## src/rtl/clw_pkg.sv

```systemverilog
// Shared types, constants and helpers for the character LCD text writer.
// No dependencies; imported by clw_addr_unit and char_lcd_text_writer.
package clw_pkg;

  // Wide enough for a padded position up to twice the widest line (80).
  localparam int unsigned PosW      = 7;
  localparam int unsigned CursorW   = 6;
  localparam int unsigned PadCntW   = 5;
  localparam int unsigned MaxPadCells = 16;

  localparam logic [7:0] CmdAddrRow0  = 8'h80;
  localparam logic [7:0] CmdAddrRow1  = 8'hC0;
  localparam logic [7:0] CmdClear     = 8'h01;
  localparam logic [7:0] CharSpace    = 8'h20;
  localparam logic [7:0] CharNewline  = 8'h0A;
  localparam logic [7:0] CharBackspace = 8'h08;

  typedef enum logic [1:0] {
    REQ_WRITE      = 2'd0,
    REQ_SET_CURSOR = 2'd1,
    REQ_CLEAR      = 2'd2
  } req_e;

  typedef struct packed {
    logic       done;
    logic [7:0] addr;
  } addr_sts_t;

  // The four data pins are wired in reverse order.
  function automatic logic [3:0] rev4(input logic [3:0] v);
    return {v[0], v[1], v[2], v[3]};
  endfunction

endpackage

```

## src/rtl/clw_addr_unit.sv

```systemverilog
// Set-address command builder: splits a cursor position into row and column
// by repeated subtraction of the line length. Depends on clw_pkg.
module clw_addr_unit import clw_pkg::*; #(
  parameter int unsigned COLUMNS = 16
) (
  input  logic            clk_i,
  input  logic            rst_ni,
  input  logic            start_i,
  input  logic [PosW-1:0] pos_i,
  output addr_sts_t       sts_o
);

  localparam logic [PosW-1:0] Cols = PosW'(COLUMNS);

  logic            busy_q;
  logic            row1_q;
  logic [PosW-1:0] rem_q;
  logic            ge;

  assign ge = (rem_q >= Cols);

  always_ff @(posedge clk_i or negedge rst_ni) begin
    if (!rst_ni) begin
      busy_q <= 1'b0;
      row1_q <= 1'b0;
      rem_q  <= '0;
    end else if (start_i) begin
      busy_q <= 1'b1;
      row1_q <= 1'b0;
      rem_q  <= pos_i;
    end else if (busy_q) begin
      if (ge) begin
        rem_q  <= rem_q - Cols;
        row1_q <= 1'b1;
      end else begin
        busy_q <= 1'b0;
      end
    end
  end

  assign sts_o.done = busy_q && !ge;
  assign sts_o.addr = (row1_q ? CmdAddrRow1 : CmdAddrRow0) + {1'b0, rem_q};

endmodule

```

## src/rtl/char_lcd_text_writer.sv

```systemverilog
// Top level of the character LCD text writer: request sequencer, cursor and
// nibble output register. Depends on clw_pkg and clw_addr_unit.
//
// Takes one request at a time and turns it into 4-bit bus transactions for a
// two-line character LCD; each nibble is bit-reversed and carries register
// select, and last marks the final nibble of a request. Set cursor and the
// unused request code send nothing. Clear sends two nibbles. Every written
// cell (a character, a backspace blank, or each pad cell of a newline) first
// has its set-address command formed by repeated subtraction in the shared
// subtract unit, then sends four nibbles; a newline pads up to 16 cells. The
// output register lets the next request enter while the last nibble still
// waits; output stalls hold the sequencer in its emit state.
module char_lcd_text_writer import clw_pkg::*; #(
  parameter int unsigned COLUMNS = 16
) (
  input  logic       clk_i,
  input  logic       rst_ni,
  input  logic       in_valid_i,
  output logic       in_ready_o,
  input  logic [1:0] req_type_i,
  input  logic [7:0] char_code_i,
  input  logic [5:0] new_position_i,
  output logic       out_valid_o,
  input  logic       out_ready_i,
  output logic       reg_select_o,
  output logic [3:0] pin_nibble_o,
  output logic       last_o
);

  localparam logic [PosW-1:0]    Cols   = PosW'(COLUMNS);
  localparam logic [PosW-1:0]    Cols2  = PosW'(2 * COLUMNS);
  localparam logic [CursorW-1:0] ColCur = CursorW'(COLUMNS);

  typedef enum logic [1:0] {
    ST_IDLE,
    ST_ADDR,
    ST_EMIT
  } state_e;

  state_e              state_q;
  logic [CursorW-1:0]  cursor_q;
  logic [PosW-1:0]     pos_q;
  logic [PadCntW-1:0]  cells_q;
  logic [1:0]          nib_q;
  logic                single_q;
  logic [7:0]          cmd_q;
  logic [7:0]          data_q;
  logic                out_valid_q;
  logic                out_valid_d;
  logic                rs_q;
  logic [3:0]          pin_q;
  logic                last_q;

  logic                in_acc;
  logic                slot_free;
  logic [PosW-1:0]     cur_pos;
  logic [PosW-1:0]     nl_end;
  logic [PosW-1:0]     nl_diff;
  logic [PadCntW-1:0]  nl_cells;
  logic [PosW-1:0]     wr_pos;
  logic [PadCntW-1:0]  wr_cells;
  logic [7:0]          wr_data;
  logic [CursorW-1:0]  wr_cursor;
  logic                cell_end;
  logic                item_end;
  logic [7:0]          cur_byte;
  logic [3:0]          cur_half;
  logic                unit_start;
  logic [PosW-1:0]     unit_pos;
  addr_sts_t           unit_sts;

  assign in_ready_o = (state_q == ST_IDLE);
  assign in_acc     = in_valid_i && in_ready_o;
  assign slot_free  = !out_valid_q || out_ready_i;
  assign cur_pos    = {1'b0, cursor_q};

  // Load a new nibble when emitting, hold a waiting one, drop an accepted one.
  assign out_valid_d = ((state_q == ST_EMIT) && slot_free) ||
                       (out_valid_q && !out_ready_i);

  // Decode a write request: position, cell count, data byte, next cursor.
  always_comb begin
    nl_end   = (cur_pos <= Cols) ? Cols : Cols2;
    nl_diff  = nl_end - cur_pos;
    nl_cells = '0;
    if (cur_pos < nl_end) begin
      nl_cells = (nl_diff >= PosW'(MaxPadCells)) ? PadCntW'(MaxPadCells)
                                                 : PadCntW'(nl_diff);
    end
    wr_pos    = cur_pos;
    wr_cells  = PadCntW'(1);
    wr_data   = CharSpace;
    wr_cursor = cursor_q + CursorW'(1);
    if (char_code_i == CharNewline) begin
      wr_cells  = nl_cells;
      wr_cursor = (cur_pos <= Cols) ? ColCur : '0;
    end else if (char_code_i == CharBackspace) begin
      wr_pos    = (cursor_q != '0) ? cur_pos - PosW'(1) : cur_pos;
      wr_cursor = wr_pos[CursorW-1:0];
    end else if (char_code_i >= CharSpace) begin
      wr_data = char_code_i;
    end
  end

  assign cell_end = single_q ? (nib_q == 2'd1) : (nib_q == 2'd3);
  assign item_end = cell_end && (single_q || cells_q == PadCntW'(1));
  assign cur_byte = nib_q[1] ? data_q : cmd_q;
  assign cur_half = nib_q[0] ? cur_byte[3:0] : cur_byte[7:4];

  always_comb begin
    unit_start = 1'b0;
    unit_pos   = pos_q + PosW'(1);
    if (in_acc && req_type_i == REQ_WRITE && wr_cells != '0) begin
      unit_start = 1'b1;
      unit_pos   = wr_pos;
    end else if (state_q == ST_EMIT && slot_free && cell_end && !item_end) begin
      unit_start = 1'b1;
    end
  end

  clw_addr_unit #(
    .COLUMNS(COLUMNS)
  ) u_addr (
    .clk_i  (clk_i),
    .rst_ni (rst_ni),
    .start_i(unit_start),
    .pos_i  (unit_pos),
    .sts_o  (unit_sts)
  );

  always_ff @(posedge clk_i or negedge rst_ni) begin
    if (!rst_ni) begin
      state_q     <= ST_IDLE;
      cursor_q    <= '0;
      pos_q       <= '0;
      cells_q     <= '0;
      nib_q       <= '0;
      single_q    <= 1'b0;
      cmd_q       <= '0;
      data_q      <= '0;
      out_valid_q <= 1'b0;
      rs_q        <= 1'b0;
      pin_q       <= '0;
      last_q      <= 1'b0;
    end else begin
      out_valid_q <= out_valid_d;
      unique case (state_q)
        ST_IDLE: begin
          if (in_acc) begin
            unique case (req_type_i)
              REQ_SET_CURSOR: cursor_q <= new_position_i;
              REQ_CLEAR: begin
                cursor_q <= '0;
                cmd_q    <= CmdClear;
                single_q <= 1'b1;
                nib_q    <= '0;
                state_q  <= ST_EMIT;
              end
              REQ_WRITE: begin
                cursor_q <= wr_cursor;
                pos_q    <= wr_pos;
                cells_q  <= wr_cells;
                data_q   <= wr_data;
                single_q <= 1'b0;
                if (wr_cells != '0) begin
                  state_q <= ST_ADDR;
                end
              end
              default: ;  // unused code: drop
            endcase
          end
        end
        ST_ADDR: begin
          if (unit_sts.done) begin
            cmd_q   <= unit_sts.addr;
            nib_q   <= '0;
            state_q <= ST_EMIT;
          end
        end
        ST_EMIT: begin
          if (slot_free) begin
            rs_q        <= nib_q[1];
            pin_q       <= rev4(cur_half);
            last_q      <= item_end;
            if (item_end) begin
              state_q <= ST_IDLE;
            end else if (cell_end) begin
              // advance to the next pad cell
              cells_q <= cells_q - PadCntW'(1);
              pos_q   <= pos_q + PosW'(1);
              state_q <= ST_ADDR;
            end else begin
              nib_q <= nib_q + 2'd1;
            end
          end
        end
        default: state_q <= ST_IDLE;
      endcase
    end
  end

  assign out_valid_o  = out_valid_q;
  assign reg_select_o = rs_q;
  assign pin_nibble_o = pin_q;
  assign last_o       = last_q;

endmodule

```

## config.mk

```make
export PLATFORM = sky130hd
export DESIGN_NAME = char_lcd_text_writer
export DESIGN_NICKNAME = d
export VERILOG_FILES = /design/src/rtl/clw_pkg.sv /design/src/rtl/clw_addr_unit.sv /design/src/rtl/char_lcd_text_writer.sv
export SDC_FILE = /design/constraint.sdc
export NUM_CORES = 1
export LEC_CHECK = 0
export ABC_AREA = 1
export BUFFER_PORTS_ARGS = -buffer_cell sky130_fd_sc_hd__buf_2
export CORE_ASPECT_RATIO = 1.1
export CORE_MARGIN = 2
export CORE_UTILIZATION = 30
export CTS_CLUSTER_DIAMETER = 150
export DETAILED_ROUTE_END_ITERATION = 10
export SYNTH_ARGS = -nofsm -noshare
export SYNTH_HDL_FRONTEND = slang
export SYNTH_SLANG_ARGS = --single-unit
```

## constraint.sdc

```tcl
create_clock -name clk_i -period 6.7 [get_ports clk_i]
set_input_delay 0.335 -clock clk_i [delete_from_list [all_inputs] [get_ports clk_i]]
set_output_delay 0.335 -clock clk_i [all_outputs]
set_load 0.005 [all_outputs]
```

### Word-level counts from Yosys, hierarchy flattened

Index checks and enable logic that the tools add are counted.

| storage, ports and cells | value |
|---|---|
| bits in registers | 55 |
| bits of input ports | 20 |
| output and inout bits | 8 |
| word-level logic and storage cells | 146 |

| cells by class | value |
|---|---|
| add/sub/neg operators | 8 |
| order comparisons | 5 |
| eq/ne operators | 20 |
| muxes and demuxes | 62 |
| reductions and logical operators | 36 |

Operator list:

| kind | count |
|---|---|
| $mux 7 | 13 |
| $mux 8 | 7 |
| $mux 5 | 9 |
| $mux 2 | 12 |
| $mux 6 | 3 |
| $pmux 6 s3 | 1 |
| $eq 8x4->1 const B | 2 |
| $pmux 8 s2 | 1 |
| $ge 7x5->1 const B | 2 |
| $pmux 7 s2 | 1 |
| $pmux 2 s3 | 2 |
| $reduce_and 6->1 | 2 |
| $pmux 5 s2 | 1 |
| $reduce_bool 2->1 | 5 |
| $logic_and 1x1->1 | 9 |
| $mux 1 | 9 |
| $reduce_and 3->1 | 3 |
| $add 8x7->8 | 1 |
| $ge 8x6->1 const B | 1 |
| $ne 2x1->1 const B | 4 |
| $ne 2x2->1 const B | 4 |
| $add 7x1->7 const B | 1 |
| $reduce_and 7->1 | 1 |
| $sub 6x1->7 const B | 1 |
| 24 further kinds | 36 |

### Longest topological paths before layout

| depth | value |
|---|---|
| depth in word-level cells | 12 |
| depth in mapped cells | 21 |
| gate-level depth less buffers | 20 |

### Hierarchy

From an unflattened synthesis, not the netlist that was laid out.

| unflattened totals | value |
|---|---|
| cell total of the unflattened synthesis | 467 |
| area total of the unflattened synthesis | 3555.9 um^2 |

By module, submodules not included:

| module | times used | cells an instance | area an instance (um^2) | seq. area each (um^2) |
|---|---|---|---|---|
| char_lcd_text_writer | 1 | 396 | 3001.6 | 1151.1 |
| clw_addr_unit | 1 | 71 | 554.3 | 225.2 |

### Least setup slack after synthesis

OpenSTA, ideal clock, no wires.

| timing | value |
|---|---|
| path type | register -> register |
| from | register cursor_q[0] |
| to | register u_addr.rem_q[2] |
| library setup time | 0.117 ns |
| data arrival time | 2.290 ns |
| data required time | 6.583 ns |
| path slack | 4.293 ns |
| cell stages (with the launch flop) | 19 |
| buffers on the path | 1 |
| clock period less this slack | 2.407 ns |
| cells stage by stage | dfrtp_1 -> inv_2 -> ha_1 -> nand2_2 -> nand2_1 -> nand2_1 -> ha_1 -> nand4_1 -> nand2_1 -> nand2_2 -> nor2_4 -> o211ai_1 -> nand3_2 -> nand2_2 -> buf_6 -> clkinv_4 -> nand2_1 -> nand2_1 -> o21ai_2 |

| on the way | value |
|---|---|
| longest elaborated chain between the ends | 12 |
| elaborated cells between the ends (all ways) | 21 |
| those cells by class | 2 x add/sub; 3 x order compare; 10 x mux; 6 x reduce/logical |

Ends and longest elaborated chain:

| what | line | text |
|---|---|---|
| start: declaration | char_lcd_text_writer.sv:41 | `logic [CursorW-1:0] cursor_q;` |
| start signal: assignment | char_lcd_text_writer.sv:151 | `REQ_SET_CURSOR: cursor_q <= new_position_i;` |
| start signal: assignment | char_lcd_text_writer.sv:160 | `cursor_q <= wr_cursor;` |
| $le 6x5->1 | char_lcd_text_writer.sv:83 | `nl_end = (cur_pos <= Cols) ? Cols : Cols2;` |
| $mux 6 | char_lcd_text_writer.sv:83 |  |
| $sub 6x6->7 | char_lcd_text_writer.sv:84 | `nl_diff = nl_end - cur_pos;` |
| $ge 7x5->1 | char_lcd_text_writer.sv:87 | `nl_cells = (nl_diff >= PosW'(MaxPadCells)) ? PadCntW'(MaxPadCells)` |
| $mux 5 | char_lcd_text_writer.sv:87 |  |
| $mux 5 | char_lcd_text_writer.sv:86 | `if (cur_pos < nl_end) begin` |
| $mux 5 | char_lcd_text_writer.sv:94 | `if (char_code_i == CharNewline) begin` |
| $reduce_bool 5->1 | char_lcd_text_writer.sv:113 | `if (in_acc && req_type_i == REQ_WRITE && wr_cells != '0) begin` |
| $logic_and 1x1->1 | char_lcd_text_writer.sv:113 |  |
| $mux 1 | char_lcd_text_writer.sv:113 |  |
| $reduce_bool 2->1 (no source line) | n/a |  |
| $reduce_and 2->1 (no source line) | n/a |  |
| end signal: assignment | clw_addr_unit.sv:30 | `rem_q <= pos_i;` |
| end signal: assignment | clw_addr_unit.sv:33 | `rem_q <= rem_q - Cols;` |
| end: declaration | clw_addr_unit.sv:17 | `logic [PosW-1:0] rem_q;` |

Parallel ways exist; a longest one is shown, timed or not.
A chain may end at the register's enable or synchronous reset.

### Final worst setup path

| timing | value |
|---|---|
| from | register cursor_q[0] |
| to | register u_addr.rem_q[5] |

The elaborated chain is that of the path after synthesis.

==> reports/results.md <==
### Routing
* iteration-0 DRC count of the detailed router: 156
* total DRC errors in the routed layout: 0
* routed vias: 2975
* vias per cell: 4.82
* count of antenna-violating nets left after detailed routing: 0
* router iterations before antenna repair: 4
* post-detailed-routing wire length: 8090 um
* average wire per cell in the routed design: 13.1 um

### Synthesis
* sequential element share of the synthesized area: 0.402
* top flip-flop cell by instance count after synthesis: sky130_fd_sc_hd__dfrtp_1
* Post-Synthesis Mean Instance Area: 7.65 um2
* flip-flop and latch count after synthesis: 55
* total nets after synthesis: 476
* number of unique standard cell types used by synthesis: 40
* Async S/R FF share, synth: 1.00
* number of cells produced by synthesis: 447
* number of enable flip-flop cells after synthesis: 0
* count of warnings emitted by yosys: 0
* combined area of all synthesized cells: 3420 um2

### Setup path
* crit path cell chain: inv_2 -> ha_1 -> nand2_2 -> nand2_1 -> nand2_1 -> ha_1 -> nand4_1 -> nand2_1 -> nand2_2 -> nor2_4 -> o211ai_1 -> nand3_2 -> nand2_2 -> nand3_2 -> inv_1 -> nand2_1 -> nand2_1
* Most common cell on crit path: sky130_fd_sc_hd__nand2_1
* type of element capturing the critical path: flop
* biggest cell delay along the critical path: 0.47 ns
* cell at the slowest stage of the critical path: sky130_fd_sc_hd__dfrtp_1
* critical path required time: 6.89 ns
* Crit path arrival time: 3.11 ns
* number of cells on the worst reg-to-reg path: 17
* cell family with most CP delay: simple AND/OR/NAND/NOR gates
* CP startpoint kind: flop
* start-to-end type of the worst setup path: flop to flop
* Critical path buffers and inverters: 2
* maximum net fanout on the critical path: 11
* Critical Path Stages: 17

### GRT
* vias in the first global route: 2965
* combined global-route utilization of all metal layers: 0.140
* global route total overflow: 0
* antenna violations before repair: 0
* largest net degree at the start of global routing: 56
* first-pass GRT wire length: 13900 um

### STA
* setup_tns: 0 ns
* hold violation count in the final report: 0
* Slew headroom: 0.299
* final setup skew: 0.0114 ns
* final setup fails: 0
* setup repair after global routing missed its margin: false
* Worst Max-Slew Pin Slew: 1.04 ns
* number of pins exceeding their max-slew limit in the final report: 0
* worst-case hold slack: 0.168 ns
* min cycle time layout: 2.92 ns
* Tcrit/Tclk final: 0.435
* Max Clk Rate: 0.343 GHz

### CTS
* number of resized instances in the post-cts repair step: 0
* post-CTS clock slew at the launch and capture registers of the worst setup and hold paths: 0.08 ns
* number of post-CTS setup repair buffers: 0
* count of hold-fix buffers inserted at cts: 0
* cts bufs inserted: 5
* clock sinks: 55
* maximum root-to-sink buffer count: 2
* clock tree from TritonCTS: built
* clock network latency to the later pin of the worst-skew pair: 0.30 ns
* clock root buffer master: sky130_fd_sc_hd__clkbuf_16
* maximum level of the CTS H-tree: 2

### Floorplan
* number of top-level design ports: 28
* Die H: 116 um
* die area: 12300 um2
* FP Rows: 40
* width of the die: 106 um
* Starting Density: 0.311
* area inside the core boundary: 11000 um2

### Power and ir drop
* Peak VDD IR: 0.157 mV
* total power divided by cell area: 450 nW/um2
* overall power after layout: 1.72 mW
* leakage power summed over all cells: 1.81 nW

### Final layout
* P&R area growth vs syn: 12.0%
* number of diodes: 0
* commonest cells after routing, fill and taps aside: 79 x sky130_fd_sc_hd__nand2_1, 60 x sky130_fd_sc_hd__inv_1, 55 x sky130_fd_sc_hd__dfrtp_1, 49 x sky130_fd_sc_hd__o21ai_0, 33 x sky130_fd_sc_hd__nor2_1
* layout net count: 498
* commonest non-fill, non-tap cell in the layout: sky130_fd_sc_hd__nand2_1
* share of post-route cells with drive strength above 1: 0.147
* fill cell instance count of the final layout: 1180

### Job
* max capacitance violation total: 0

### Place
* port bufs: 27
* HPWL after DPL: 6310 um
* last weighted congestion value of the routability-driven placer: 0.881

### Run status
* status: completed

### Worst hold path
* worst hold path type: primary input to asynchronous set/reset pin

[metal layers]
layer	wire length (um)	part of all wire	track usage	vias to the layer above
met2	4030	0.50	0.257	44
met4	147	0.018	0.0491	0
met3	208	0.026	0.0180	11
met1	3710	0.46	0.170	1390
li1	-	-	-	1530
met5	0	0	0	-
[final cells by class]
cell class / count / area (um2) / share of cell area
Tap cell: 147 / 184 / 0.0480
Clock inverter: 3 / 22.5 / 0.00588
Inverter: 68 / 262 / 0.0683
Sequential cell: 55 / 1380 / 0.359
Multi-Input combinational cell: 310 / 1710 / 0.447
Timing Repair Buffer: 29 / 150 / 0.0392
Clock buffer: 5 / 125 / 0.0327
[where the power goes]
group	leakage, nW	switching, mW	total, mW	internal (mW)
clock	0.0742	0.124	0.264	0.140
combinational	1.07	0.537	0.855	0.318
sequential	0.672	0.128	0.605	0.477
[cell families (layout without fill, tap and decap cells)]
family                     count (synthesis)  count (layout)  synth area share
AOI/OAI and AO/OA                        116             116             0.199
xor gates and xnor gates                  14              14            0.0358
adders and majority gates                  9               9            0.0329
buffers and inverters                     82             105            0.0977
DFF                                       55              55             0.402
and+or+nand+nor                          171             171             0.232
[cell usage after synthesis (2+ instances only)]
cell type | count | area, um2
sky130_fd_sc_hd__nand2_2 | 7 | 43.8
sky130_fd_sc_hd__xnor2_1 | 3 | 26.3
sky130_fd_sc_hd__inv_2 | 6 | 22.5
sky130_fd_sc_hd__o21ai_0 | 49 | 245
sky130_fd_sc_hd__o22ai_1 | 6 | 37.5
sky130_fd_sc_hd__nand3_2 | 4 | 40.0
sky130_fd_sc_hd__inv_1 | 60 | 225
sky130_fd_sc_hd__clkbuf_1 | 8 | 30.0
sky130_fd_sc_hd__o211ai_1 | 6 | 45.0
sky130_fd_sc_hd__nand4_1 | 2 | 12.5
sky130_fd_sc_hd__a31oi_1 | 13 | 81.3
sky130_fd_sc_hd__nor2_4 | 5 | 56.3
sky130_fd_sc_hd__buf_2 | 3 | 15.0
sky130_fd_sc_hd__o21ai_2 | 2 | 17.5
sky130_fd_sc_hd__dfrtp_1 | 55 | 1380
sky130_fd_sc_hd__nor2_1 | 33 | 124
sky130_fd_sc_hd__a21oi_1 | 22 | 110
sky130_fd_sc_hd__a22oi_1 | 6 | 45.0
sky130_fd_sc_hd__o22a_1 | 2 | 17.5
sky130_fd_sc_hd__ha_1 | 9 | 113
sky130_fd_sc_hd__o21ai_1 | 5 | 25.0
sky130_fd_sc_hd__xor2_1 | 11 | 96.3
sky130_fd_sc_hd__nand2_1 | 79 | 297
sky130_fd_sc_hd__nor3_1 | 6 | 30.0
sky130_fd_sc_hd__nand3_1 | 29 | 145
sky130_fd_sc_hd__buf_6 | 2 | 22.5
[worst paths after layout]
| check | startpoint | endpoint | slack (ns) |
|---|---|---|---|
| max | cursor_q[0] | u_addr.rem_q[5] | 3.78 |
| min | rst_ni | cmd_q[6] | 0.17 |
| max reg2reg | cursor_q[0] | u_addr.rem_q[5] | 3.78 |
| min reg2reg | cmd_q[4] | cmd_q[4] | 0.48 |
| max in group asynchronous | rst_ni | cmd_q[4] | 6.05 |
| min in group clk_i | char_code_i[2] | data_q[2] | 0.28 |
[stage by stage]
stage,area [um2],worst slack [ns],utilization,std cells
6_report,3830,3.78,0.348,617
5_1_grt,3830,3.45,0.348,617
4_1_cts,3830,3.78,0.348,617
3_5_place_dp,3680,3.76,0.334,609
3_3_place_gp,3680,3.76,0.334,609
2_1_floorplan,3420,4.29,-,447
[sequential cells by signal, indices dropped and copies added, names as in the netlist]
name           flops
out_valid_o        1
cmd_q              8
u_addr.rem_q       7
u_addr.row1_q      1
cells_q            5
single_q           1
reg_select_o       1
pin_nibble_o       4
data_q             8
last_o             1
pos_q              7
cursor_q           6
nib_q              2
state_q            2
u_addr.busy_q      1
No activity file was read; power rests on OpenSTA's default activity.
